===== src/rtl/sqlm_pkg.sv =====
package sqlm_pkg;

    localparam int MaxPatternBytes = 32;
    localparam int VecWidth = MaxPatternBytes + 1;
    localparam int ScanLevels = $clog2(VecWidth);
    localparam int LenWidth = 6;
    localparam int NumWords = 4;
    localparam int WordWidth = 64;
    localparam int CfgIndexWidth = 3;

    localparam logic [CfgIndexWidth-1:0] REG_PATTERN_WORD_0 = 3'd0;
    localparam logic [CfgIndexWidth-1:0] REG_PATTERN_WORD_1 = 3'd1;
    localparam logic [CfgIndexWidth-1:0] REG_PATTERN_WORD_2 = 3'd2;
    localparam logic [CfgIndexWidth-1:0] REG_PATTERN_WORD_3 = 3'd3;
    localparam logic [CfgIndexWidth-1:0] REG_PATTERN_LENGTH = 3'd4;

    localparam logic [7:0] WildAny = 8'h25;
    localparam logic [7:0] WildOne = 8'h5F;

    typedef logic [VecWidth-1:0] vec_t;

    // Bit j of each mask refers to pattern byte j-1; bit 0 is never set.
    typedef struct packed {
        logic [MaxPatternBytes-1:0][7:0] bytes;
        vec_t                            active;
        vec_t                            any_mask;
        vec_t                            one_mask;
        logic [LenWidth-1:0]             len;
    } pattern_t;

    // Each '%' position takes the bit of the prefix before it, as a parallel prefix scan.
    function automatic vec_t closure(input vec_t base, input vec_t pass);
        vec_t g;
        vec_t p;
        vec_t g_new;
        vec_t p_new;
        int   d;
        g = base;
        p = pass;
        for (int lvl = 0; lvl < ScanLevels; lvl++) begin
            d = 1 << lvl;
            g_new = g;
            p_new = p;
            for (int j = 0; j < VecWidth; j++) begin
                if (j >= d) begin
                    g_new[j] = g[j] | (p[j] & g[j-d]);
                    p_new[j] = p[j] & p[j-d];
                end
            end
            g = g_new;
            p = p_new;
        end
        return g;
    endfunction

    function automatic vec_t advance(input vec_t old, input pattern_t pat,
                                     input logic [7:0] c);
        vec_t b;
        b = '0;
        for (int j = 1; j < VecWidth; j++) begin
            if (pat.any_mask[j]) begin
                b[j] = old[j];
            end else if (pat.active[j] && (pat.one_mask[j] || pat.bytes[j-1] == c)) begin
                b[j] = old[j-1];
            end
        end
        return closure(b, pat.any_mask);
    endfunction

endpackage


===== src/rtl/sqlm_pattern_regs.sv =====
module sqlm_pattern_regs (
    input  logic                                 clk,
    input  logic                                 rst_n,
    input  logic                                 cfg_write_en,
    input  logic [sqlm_pkg::CfgIndexWidth-1:0]   cfg_index,
    input  logic [sqlm_pkg::WordWidth-1:0]       cfg_data,
    output sqlm_pkg::pattern_t                   pattern
);

    logic [sqlm_pkg::NumWords-1:0][sqlm_pkg::WordWidth-1:0] words_reg;
    logic [sqlm_pkg::LenWidth-1:0]                          len_reg;
    logic [sqlm_pkg::LenWidth-1:0]                          len_eff;

    always_ff @(posedge clk or negedge rst_n)
    begin
        if (!rst_n)
        begin
            words_reg <= '0;
            len_reg   <= '0;
        end
        else if (cfg_write_en)
        begin
            unique case (cfg_index)
                sqlm_pkg::REG_PATTERN_WORD_0: words_reg[0] <= cfg_data;
                sqlm_pkg::REG_PATTERN_WORD_1: words_reg[1] <= cfg_data;
                sqlm_pkg::REG_PATTERN_WORD_2: words_reg[2] <= cfg_data;
                sqlm_pkg::REG_PATTERN_WORD_3: words_reg[3] <= cfg_data;
                sqlm_pkg::REG_PATTERN_LENGTH: len_reg <= cfg_data[sqlm_pkg::LenWidth-1:0];
                default: ;
            endcase
        end
    end

    assign len_eff = (len_reg > sqlm_pkg::LenWidth'(sqlm_pkg::MaxPatternBytes))
                   ? sqlm_pkg::LenWidth'(sqlm_pkg::MaxPatternBytes) : len_reg;

    always_comb
    begin
        pattern = '0;
        pattern.len = len_eff;
        for (int k = 0; k < sqlm_pkg::MaxPatternBytes; k++)
        begin
            pattern.bytes[k] = words_reg[k / 8][8 * (k % 8) +: 8];
        end
        for (int j = 1; j < sqlm_pkg::VecWidth; j++)
        begin
            pattern.active[j]   = (sqlm_pkg::LenWidth'(j) <= len_eff);
            pattern.any_mask[j] = pattern.active[j]
                                && (pattern.bytes[j-1] == sqlm_pkg::WildAny);
            pattern.one_mask[j] = pattern.active[j]
                                && (pattern.bytes[j-1] == sqlm_pkg::WildOne);
        end
    end

endmodule


===== src/rtl/sqlm_prefix_vector.sv =====
module sqlm_prefix_vector (
    input  logic               clk,
    input  logic               rst_n,
    input  sqlm_pkg::pattern_t pattern,
    input  logic               update,
    input  logic [7:0]         subject_byte,
    input  logic               byte_present,
    input  logic               end_of_string,
    output logic               matched_next
);

    sqlm_pkg::vec_t vec_reg;
    sqlm_pkg::vec_t vec_next;
    sqlm_pkg::vec_t start_vec;
    logic           at_start_reg;

    assign start_vec = at_start_reg
                     ? sqlm_pkg::closure(sqlm_pkg::vec_t'(1), pattern.any_mask)
                     : vec_reg;
    assign vec_next = byte_present
                    ? sqlm_pkg::advance(start_vec, pattern, subject_byte)
                    : start_vec;
    assign matched_next = vec_next[pattern.len];

    always_ff @(posedge clk or negedge rst_n)
    begin
        if (!rst_n)
        begin
            vec_reg      <= '0;
            at_start_reg <= 1'b1;
        end
        else if (update)
        begin
            vec_reg      <= vec_next;
            at_start_reg <= end_of_string;
        end
    end

endmodule


===== src/rtl/sql_like_wildcard_matcher_top.sv =====
// SQL LIKE matcher for a streamed subject string.
// The pattern must be loaded through the configuration port (four pattern words and
// a length) only while the block is idle; the block itself does not enforce this.
// Subject requests arrive on the subject channel, one byte per request; the last
// request of a string carries end_of_string, and an empty string is sent as a
// single end request without a byte. Requests with neither a byte nor an end mark
// are taken and dropped. One result request carrying matched leaves on the result
// channel per string, registered as its end request leaves the input register.
// The block takes one subject request in every cycle while the result channel does
// not stall; the prefix vector is updated once per byte by a single registered
// step, and that loop sets the rate. When the receiver stalls, the result is held
// and the request waiting in the input register stays there, so subject_stall
// rises in the same cycle. Reset clears the pattern, empties both registers and
// prepares the vector for the start of a new string.
module sql_like_wildcard_matcher_top (
    input  logic                               clk,
    input  logic                               rst_n,
    input  logic                               cfg_write_en,
    input  logic [sqlm_pkg::CfgIndexWidth-1:0] cfg_index,
    input  logic [sqlm_pkg::WordWidth-1:0]     cfg_data,
    input  logic                               subject_valid,
    output logic                               subject_stall,
    input  logic [7:0]                         subject_byte,
    input  logic                               byte_present,
    input  logic                               end_of_string,
    output logic                               result_valid,
    input  logic                               result_stall,
    output logic                               matched
);

    sqlm_pkg::pattern_t pattern;
    logic               s1_valid_reg;
    logic [7:0]         s1_byte_reg;
    logic               s1_present_reg;
    logic               s1_last_reg;
    logic               result_valid_reg;
    logic               matched_reg;
    logic               matched_next;
    logic               advance;
    logic               accept;
    logic               fire;

    sqlm_pattern_regs u_pattern_regs (
        .clk          (clk),
        .rst_n        (rst_n),
        .cfg_write_en (cfg_write_en),
        .cfg_index    (cfg_index),
        .cfg_data     (cfg_data),
        .pattern      (pattern)
    );

    sqlm_prefix_vector u_prefix_vector (
        .clk           (clk),
        .rst_n         (rst_n),
        .pattern       (pattern),
        .update        (fire),
        .subject_byte  (s1_byte_reg),
        .byte_present  (s1_present_reg),
        .end_of_string (s1_last_reg),
        .matched_next  (matched_next)
    );

    assign advance       = !result_valid_reg || !result_stall;
    assign subject_stall = s1_valid_reg && !advance;
    assign accept        = subject_valid && !subject_stall;
    assign fire          = advance && s1_valid_reg;
    assign result_valid  = result_valid_reg;
    assign matched       = matched_reg;

    always_ff @(posedge clk or negedge rst_n)
    begin
        if (!rst_n)
        begin
            s1_valid_reg     <= 1'b0;
            result_valid_reg <= 1'b0;
        end
        else
        begin
            if (accept)
            begin
                s1_valid_reg <= byte_present || end_of_string;
            end
            else if (advance)
            begin
                s1_valid_reg <= 1'b0;
            end
            if (advance)
            begin
                result_valid_reg <= s1_valid_reg && s1_last_reg;
            end
        end
    end

    always_ff @(posedge clk)
    begin
        if (accept)
        begin
            s1_byte_reg    <= subject_byte;
            s1_present_reg <= byte_present;
            s1_last_reg    <= end_of_string;
        end
        if (fire && s1_last_reg)
        begin
            matched_reg <= matched_next;
        end
    end

    a_no_empty_request: assert property (@(posedge clk) disable iff (!rst_n)
        s1_valid_reg && !s1_present_reg |-> s1_last_reg)
        else $error("Request without a byte or an end mark reached the vector update.");

    a_end_gives_result: assert property (@(posedge clk) disable iff (!rst_n)
        fire && s1_last_reg |=> result_valid_reg)
        else $error("End of string did not produce a result.");

    a_result_only_from_end: assert property (@(posedge clk) disable iff (!rst_n)
        advance && !(s1_valid_reg && s1_last_reg) |=> !result_valid_reg)
        else $error("Result appeared without an end-of-string request.");

endmodule

===== config.mk =====
export PLATFORM = sky130hd
export DESIGN_NAME = sql_like_wildcard_matcher_top
export DESIGN_NICKNAME = d
export VERILOG_FILES = /design/src/rtl/sqlm_pkg.sv /design/src/rtl/sqlm_pattern_regs.sv /design/src/rtl/sqlm_prefix_vector.sv /design/src/rtl/sql_like_wildcard_matcher_top.sv
export SDC_FILE = /design/constraint.sdc
export NUM_CORES = 1
export LEC_CHECK = 0
export ABC_CLOCK_PERIOD_IN_PS = 7580
export BUFFER_PORTS_ARGS = -buffer_cell sky130_fd_sc_hd__buf_2
export CAP_MARGIN = 25
export CORE_ASPECT_RATIO = 0.8
export CORE_MARGIN = 2
export CORE_UTILIZATION = 60
export CTS_BUF_LIST = sky130_fd_sc_hd__clkbuf_4 sky130_fd_sc_hd__clkbuf_8
export DETAILED_ROUTE_END_ITERATION = 16
export PLACE_DENSITY = 0.78
export SETUP_SLACK_MARGIN = 0.3
export SLEW_MARGIN = 30
export SYNTH_ARGS = -nofsm -noshare
export SYNTH_HDL_FRONTEND = slang
export SYNTH_HIERARCHICAL = 1
export SYNTH_SLANG_ARGS = --single-unit

===== constraint.sdc =====
create_clock -name clk -period 7.58 [get_ports clk]
set_input_delay 1.137 -clock clk [delete_from_list [all_inputs] [get_ports clk]]
set_output_delay 1.137 -clock clk [all_outputs]
set_load 0.02 [all_outputs]

==> flow_summary.json, run 1 <==
{
  "outcome": "finished, final reports clean",
  "clock_path_buffers": 3,
  "hold_buffers": 0,
  "min_period_ps": 6350,
  "reg2reg_to": "matched$_DFFE_PP_",
  "io_buffer_count": 84,
  "antenna_left": 0,
  "drtIter0Drc": 2051,
  "ff2ff_path_depth": 16,
  "route.vias.total": 16425,
  "reg2reg_slack_ps": 1230,
  "syn_inst": 1889,
  "setup_viol": 0,
  "grt_use_total": 0.367,
  "period_share": 0.837,
  "worst_ep_required_time_ps": 8030,
  "first_pass_iters": 5,
  "layout_setup_ws_ps": 1230,
  "startpoint_type": "flop",
  "drv_slew": 0,
  "slew_headroom": 0.351,
  "cp-endpoint": "matched$_DFFE_PP_",
  "syn-mean-instance-area_um2": 10.5,
  "htreeDepth": 2,
  "core_area_um2": 32600,
  "synth_warnings": 6,
  "clkTransAtPathRegs_ps": 60,
  "fin_worst_skew_ps": 27.3,
  "cts-resized-gates": 0,
  "nets": 2035,
  "leakage_nw": 8.94,
  "maxCapViolations": 0,
  "grt_overflow": 0,
  "rsz0062_at_grt": "no",
  "critPathArrivalTime_ps": 6800,
  "tns_ps": 0,
  "synthesis.nets": 1971,
  "final_hold_viol_count": 0,
  "routed_wl_um": 64100,
  "start_util": 0.611,
  "dieArea_um2": 34600,
  "clock.fmax_mhz": 158,
  "ir_worst_vdd_mv": 0.193,
  "die_y_um": 167,
  "place.detailed.hpwl_um": 44500,
  "fp.dieW_um": 208,
  "cts_made_buffers": 52,
  "root_buffer": "clkbuf_8",
  "clock_latency_ps": 620,
  "post_cts_buffers": 0,
  "grt_pass1_vias": 16432,
  "end_kind": "flop",
  "grt_max_degree": 134,
  "area_growth_pct": 9.12,
  "reg2reg_from": "u_pattern_regs/len_reg[4]$_DFFE_PN0P_",
  "hold_class": "flop to flop",
  "grt_pass1_wl_um": 98500,
  "powerDensity_nw_per_um2": 256,
  "worst-path-max-fanout": 18,
  "row_count": 59,
  "cts.sink_count": 309,
  "boundaryPins": 85,
  "cp-startpoint": "u_pattern_regs/len_reg[4]$_DFFE_PN0P_",
  "pre_cts_ws_ps": 1520,
  "via_per_inst": 6.78,
  "syn_area_um2": 19900,
  "drc": 0,
  "gp_congestion": 1.04,
  "critPathKind": "flop to flop",
  "antenna_found_initial": 0,
  "cts_tree": "done",
  "n_antenna_cell": 0,
  "tightest_slew_ps": 963,
  "drive_above_1_share": 0.304,
  "largest_register_ffs": 256,
  "wire_per_inst_um": 26.5
}
-- how the worst min path moves through the flow --
| stage | from | to | slack [ps] | cells past startpoint |
|---|---|---|---|---|
| 2_1_floorplan | s1_last_reg$_DFFE_PP_ | u_prefix_vector/at_start_reg$_DFFE_PN1P_ | 460 | 2 |
| 3_5_place_dp | u_prefix_vector/vec_reg[13]$_DFFE_PN0P_ | u_prefix_vector/vec_reg[13]$_DFFE_PN0P_ | 490 | 1 |
| 6_report | u_prefix_vector/vec_reg[13]$_DFFE_PN0P_ | u_prefix_vector/vec_reg[13]$_DFFE_PN0P_ | 500 | 1 |
| 5_1_grt | u_prefix_vector/vec_reg[13]$_DFFE_PN0P_ | u_prefix_vector/vec_reg[13]$_DFFE_PN0P_ | 520 | 1 |
| 3_3_place_gp | u_prefix_vector/vec_reg[4]$_DFFE_PN0P_ | u_prefix_vector/vec_reg[4]$_DFFE_PN0P_ | 480 | 1 |
| 4_1_cts | u_prefix_vector/vec_reg[13]$_DFFE_PN0P_ | u_prefix_vector/vec_reg[13]$_DFFE_PN0P_ | 500 | 1 |
-- area by class of cell --
cell class / instances / area (um^2)
multi-input cells: 1417 / 11200
well taps: 427 / 534
fillers: 2513 / 10800
clock inverters: 9 / 129
repair buffers: 130 / 813
inverters: 43 / 164
clock buffers: 88 / 1100
flip-flops and latches: 309 / 7790
-- cell usage in the layout (no fill, tap or decap), types with 29 or more instances in the layout --
master / n
clkbuf_8: 70
nor3_1: 56
mux2_2: 286
o21ai_0: 39
a21oi_1: 76
inv_1: 41
nor2_1: 83
nor4_1: 57
xnor2_1: 59
nand2_1: 121
or4b_2: 29
buf_4: 43
nand4_1: 35
nand3b_1: 30
buf_2: 83
dfrtp_1: 297
xor2_1: 197
-- per-layer routing --
metal / wire length [um] / share of wire / global-route usage / vias to the layer above
met3: 6740 / 0.11 / 0.0860 / 216
li1: - / - / - / 7068
met4: 2840 / 0.044 / 0.163 / 0
met5: 0 / 0 / 0 / -
met2: 28400 / 0.44 / 0.558 / 979
met1: 26200 / 0.41 / 0.504 / 8162
-- power breakdown --
part | internal [mW] | switching, mW
Sequential | 2.01 | 0.419
Combinational | 0.664 | 0.747
Clock | 1.01 | 0.712
-- per-stage QoR --
step	hold WS [ps]	utilization	power [mW]	area, um^2	instances
after floorplan	458	-	3.35	19900	1889
after global placement	482	0.628	3.73	20400	2324
after detailed placement	488	0.629	3.80	20500	2326
after CTS	502	0.667	5.54	21700	2423
after global routing	520	0.667	5.80	21700	2423
final	504	0.667	5.56	21700	2423
-- critical path, cell delays in order (launching register included) --
cell and delay (ps):
dfrtp_1 720, nor2_1 380, a211o_1 360, nor3_1 650, nand4_2 700, nor4_2 930
a22o_1 330, nor4bb_1 440, o21ai_0 170, nand2_1 130, a211o_1 200, a211oi_2 100
a31oi_1 250, o21ai_1 110, nor4_1 370, o211a_1 230, a2bb2oi_2 120
No activity file was read; power rests on OpenSTA's default activity.
==> run 2: changes to the inputs <==
--- a/config.mk
+++ b/config.mk
@@ -5,15 +5,15 @@
 export SDC_FILE = /design/constraint.sdc
 export NUM_CORES = 1
 export LEC_CHECK = 0
-export ABC_CLOCK_PERIOD_IN_PS = 7580
+export ABC_CLOCK_PERIOD_IN_PS = 5260
 export BUFFER_PORTS_ARGS = -buffer_cell sky130_fd_sc_hd__buf_2
 export CAP_MARGIN = 25
 export CORE_ASPECT_RATIO = 0.8
 export CORE_MARGIN = 2
-export CORE_UTILIZATION = 60
+export CORE_UTILIZATION = 58
 export CTS_BUF_LIST = sky130_fd_sc_hd__clkbuf_4 sky130_fd_sc_hd__clkbuf_8
 export DETAILED_ROUTE_END_ITERATION = 16
-export PLACE_DENSITY = 0.78
+export PLACE_DENSITY = 0.79
 export SETUP_SLACK_MARGIN = 0.3
 export SLEW_MARGIN = 30
 export SYNTH_ARGS = -nofsm -noshare
==> constraint.sdc (replaced) <==
create_clock -name clk -period 5.26 [get_ports clk]
set_input_delay 0.789 -clock clk [delete_from_list [all_inputs] [get_ports clk]]
set_output_delay 0.789 -clock clk [all_outputs]
set_load 0.02 [all_outputs]
==> flow_summary.json, run 2 (same netlist as run 1, synthesis figures left out) <==
{
  "outcome": "finished, final reports clean",
  "leakage_nw": 9.40,
  "worst-path-max-fanout": 12,
  "rsz0062_at_grt": "no",
  "final_common_cell": "dfrtp_1",
  "startpoint_type": "flop",
  "crit_family": "compound AO/OA/AOI/OAI gates",
  "clkTransAtPathRegs_ps": 70,
  "tns_ps": 0,
  "dieArea_um2": 35800,
  "drive_above_1_share": 0.342,
  "root_buffer": "clkbuf_8",
  "grt_pass1_vias": 16693,
  "largest_register_ffs": 256,
  "fp.dieW_um": 211,
  "hold_class": "input port to asynchronous set/reset pin",
  "die_y_um": 170,
  "io_buffer_count": 84,
  "place.detailed.hpwl_um": 47500,
  "routed_wl_um": 65000,
  "area_growth_pct": 13.5,
  "drc": 0,
  "worst_ep_required_time_ps": 5600,
  "first_pass_iters": 6,
  "cts_tree": "done",
  "via_per_inst": 6.56,
  "nets": 2117,
  "path_buf_inv": 5,
  "antenna_found_initial": 3,
  "row_count": 60,
  "cts_made_buffers": 50,
  "final_hold_viol_count": 0,
  "use_met2": 0.574,
  "drtIter0Drc": 1754,
  "htreeDepth": 2,
  "post-place-cells": 2405,
  "grt_util_met1": 0.491,
  "grt_overflow": 0,
  "maxCapViolations": 0,
  "reg2reg_from": "u_pattern_regs/len_reg[5]$_DFFE_PN0P_",
  "clock_path_buffers": 3,
  "clock_latency_ps": 640,
  "critPathKind": "flop to flop",
  "powerDensity_nw_per_um2": 362,
  "period_share": 0.919,
  "grt.busiest_layer": "met2",
  "cts.sink_count": 309,
  "wire_per_inst_um": 25.9,
  "tightest_slew_ps": 953,
  "slowest_stage": "nor3_1",
  "grt_pass1_wl_um": 99300,
  "antenna_left": 0,
  "globalRouteMet3Util": 0.0823,
  "layout_common_cells": "dfrtp_1, mux2_2, xor2_1",
  "clock.fmax_mhz": 207,
  "crit_chain": "buf_4 > nor3_1 > a2111oi_2 > buf_4 > nor3b_1 > buf_4 > and4_1 > and2_1 > a32oi_1 > buf_4 > o22ai_1 > a311o_1 > nor2_1 > buf_4 > o2111a_1 > nor3_2 > a2111oi_2 > a31oi_1 > o211a_1 > a2bb2oi_2",
  "slew_headroom": 0.365,
  "min_period_ps": 4830,
  "ir_worst_vdd_mv": 0.302,
  "route.vias.total": 16486,
  "end_kind": "flop",
  "fin_worst_skew_ps": 53.3,
  "critPathArrivalTime_ps": 5180,
  "final_cells": 2513,
  "boundaryPins": 85,
  "drv_slew": 0,
  "max_stage_delay_ps": 470,
  "worst_path_most_repeated_cell": "buf_4",
  "cp-startpoint": "u_pattern_regs/len_reg[5]$_DFFE_PN0P_",
  "core_area_um2": 33700,
  "setup_viol": 0,
  "grt_use_total": 0.367,
  "grt_max_degree": 111,
  "start_util": 0.590,
  "gp_congestion": 1.05
}
-- run 2: metal layers --
layer  wire [um]  vias to the layer above  part of all wire
met4        2720                        2             0.042
met5          12                        -           0.00018
met3        6020                      215             0.093
li1            -                     7238                 -
met2       29300                      848              0.45
met1       26900                     8183              0.41
-- run 2: repair_timing --
item,in CTS,in global routing
buffers inserted,0,11
pin swaps,0,6
resized for setup,9,26
hold buffers,0,0
endpoints found under the setup margin,1,2
-- run 2: worst paths after layout --
check | endpoint | slack [ps] | cells past startpoint
max | matched$_DFFE_PP_ | 430 | 20
min | u_pattern_regs/pattern[285]$_DFFE_PN0P_ | 20 | 1
max reg2reg | matched$_DFFE_PP_ | 430 | 20
min reg2reg | u_prefix_vector/vec_reg[15]$_DFFE_PN0P_ | 500 | 1
max in group asynchronous | u_prefix_vector/vec_reg[23]$_DFFE_PN0P_ | 4250 | 2
min in group clk | s1_byte_reg[7]$_DFFE_PP_ | 340 | 1
-- run 2: layout make-up --
type / count / area [um^2]
clock inverters: 17 / 253
multi-input cells: 1417 / 11300
repair buffers: 214 / 1540
inverters: 43 / 168
well taps: 434 / 543
clock buffers: 77 / 972
fillers: 2605 / 11100
diodes: 2 / 5.00
flip-flops and latches: 309 / 7790
-- run 2: where the power goes --
group          switching [mW]  leakage, nW  total (mW)  internal (mW)
clock                    1.05        0.645        2.53           1.48
sequential              0.588         3.71        3.48           2.90
combinational            1.12         5.04        2.17           1.05
total                    2.75         9.40        8.19           5.43
-- run 2: through the flow --
| stage | total power [mW] | cell area (um^2) | worst slack [ps] | hold slack [ps] | util |
|---|---|---|---|---|---|
| floorplan | 4.83 | 19900 | 1020 | 458 | - |
| global placement | 5.45 | 21100 | 202 | 483 | 0.625 |
| detailed placement | 5.56 | 21100 | 195 | 491 | 0.626 |
| CTS | 8.11 | 22400 | 302 | 241 | 0.663 |
| global route | 8.54 | 22600 | 295 | 20.0 | 0.670 |
| finish | 8.19 | 22600 | 426 | 15.3 | 0.670 |
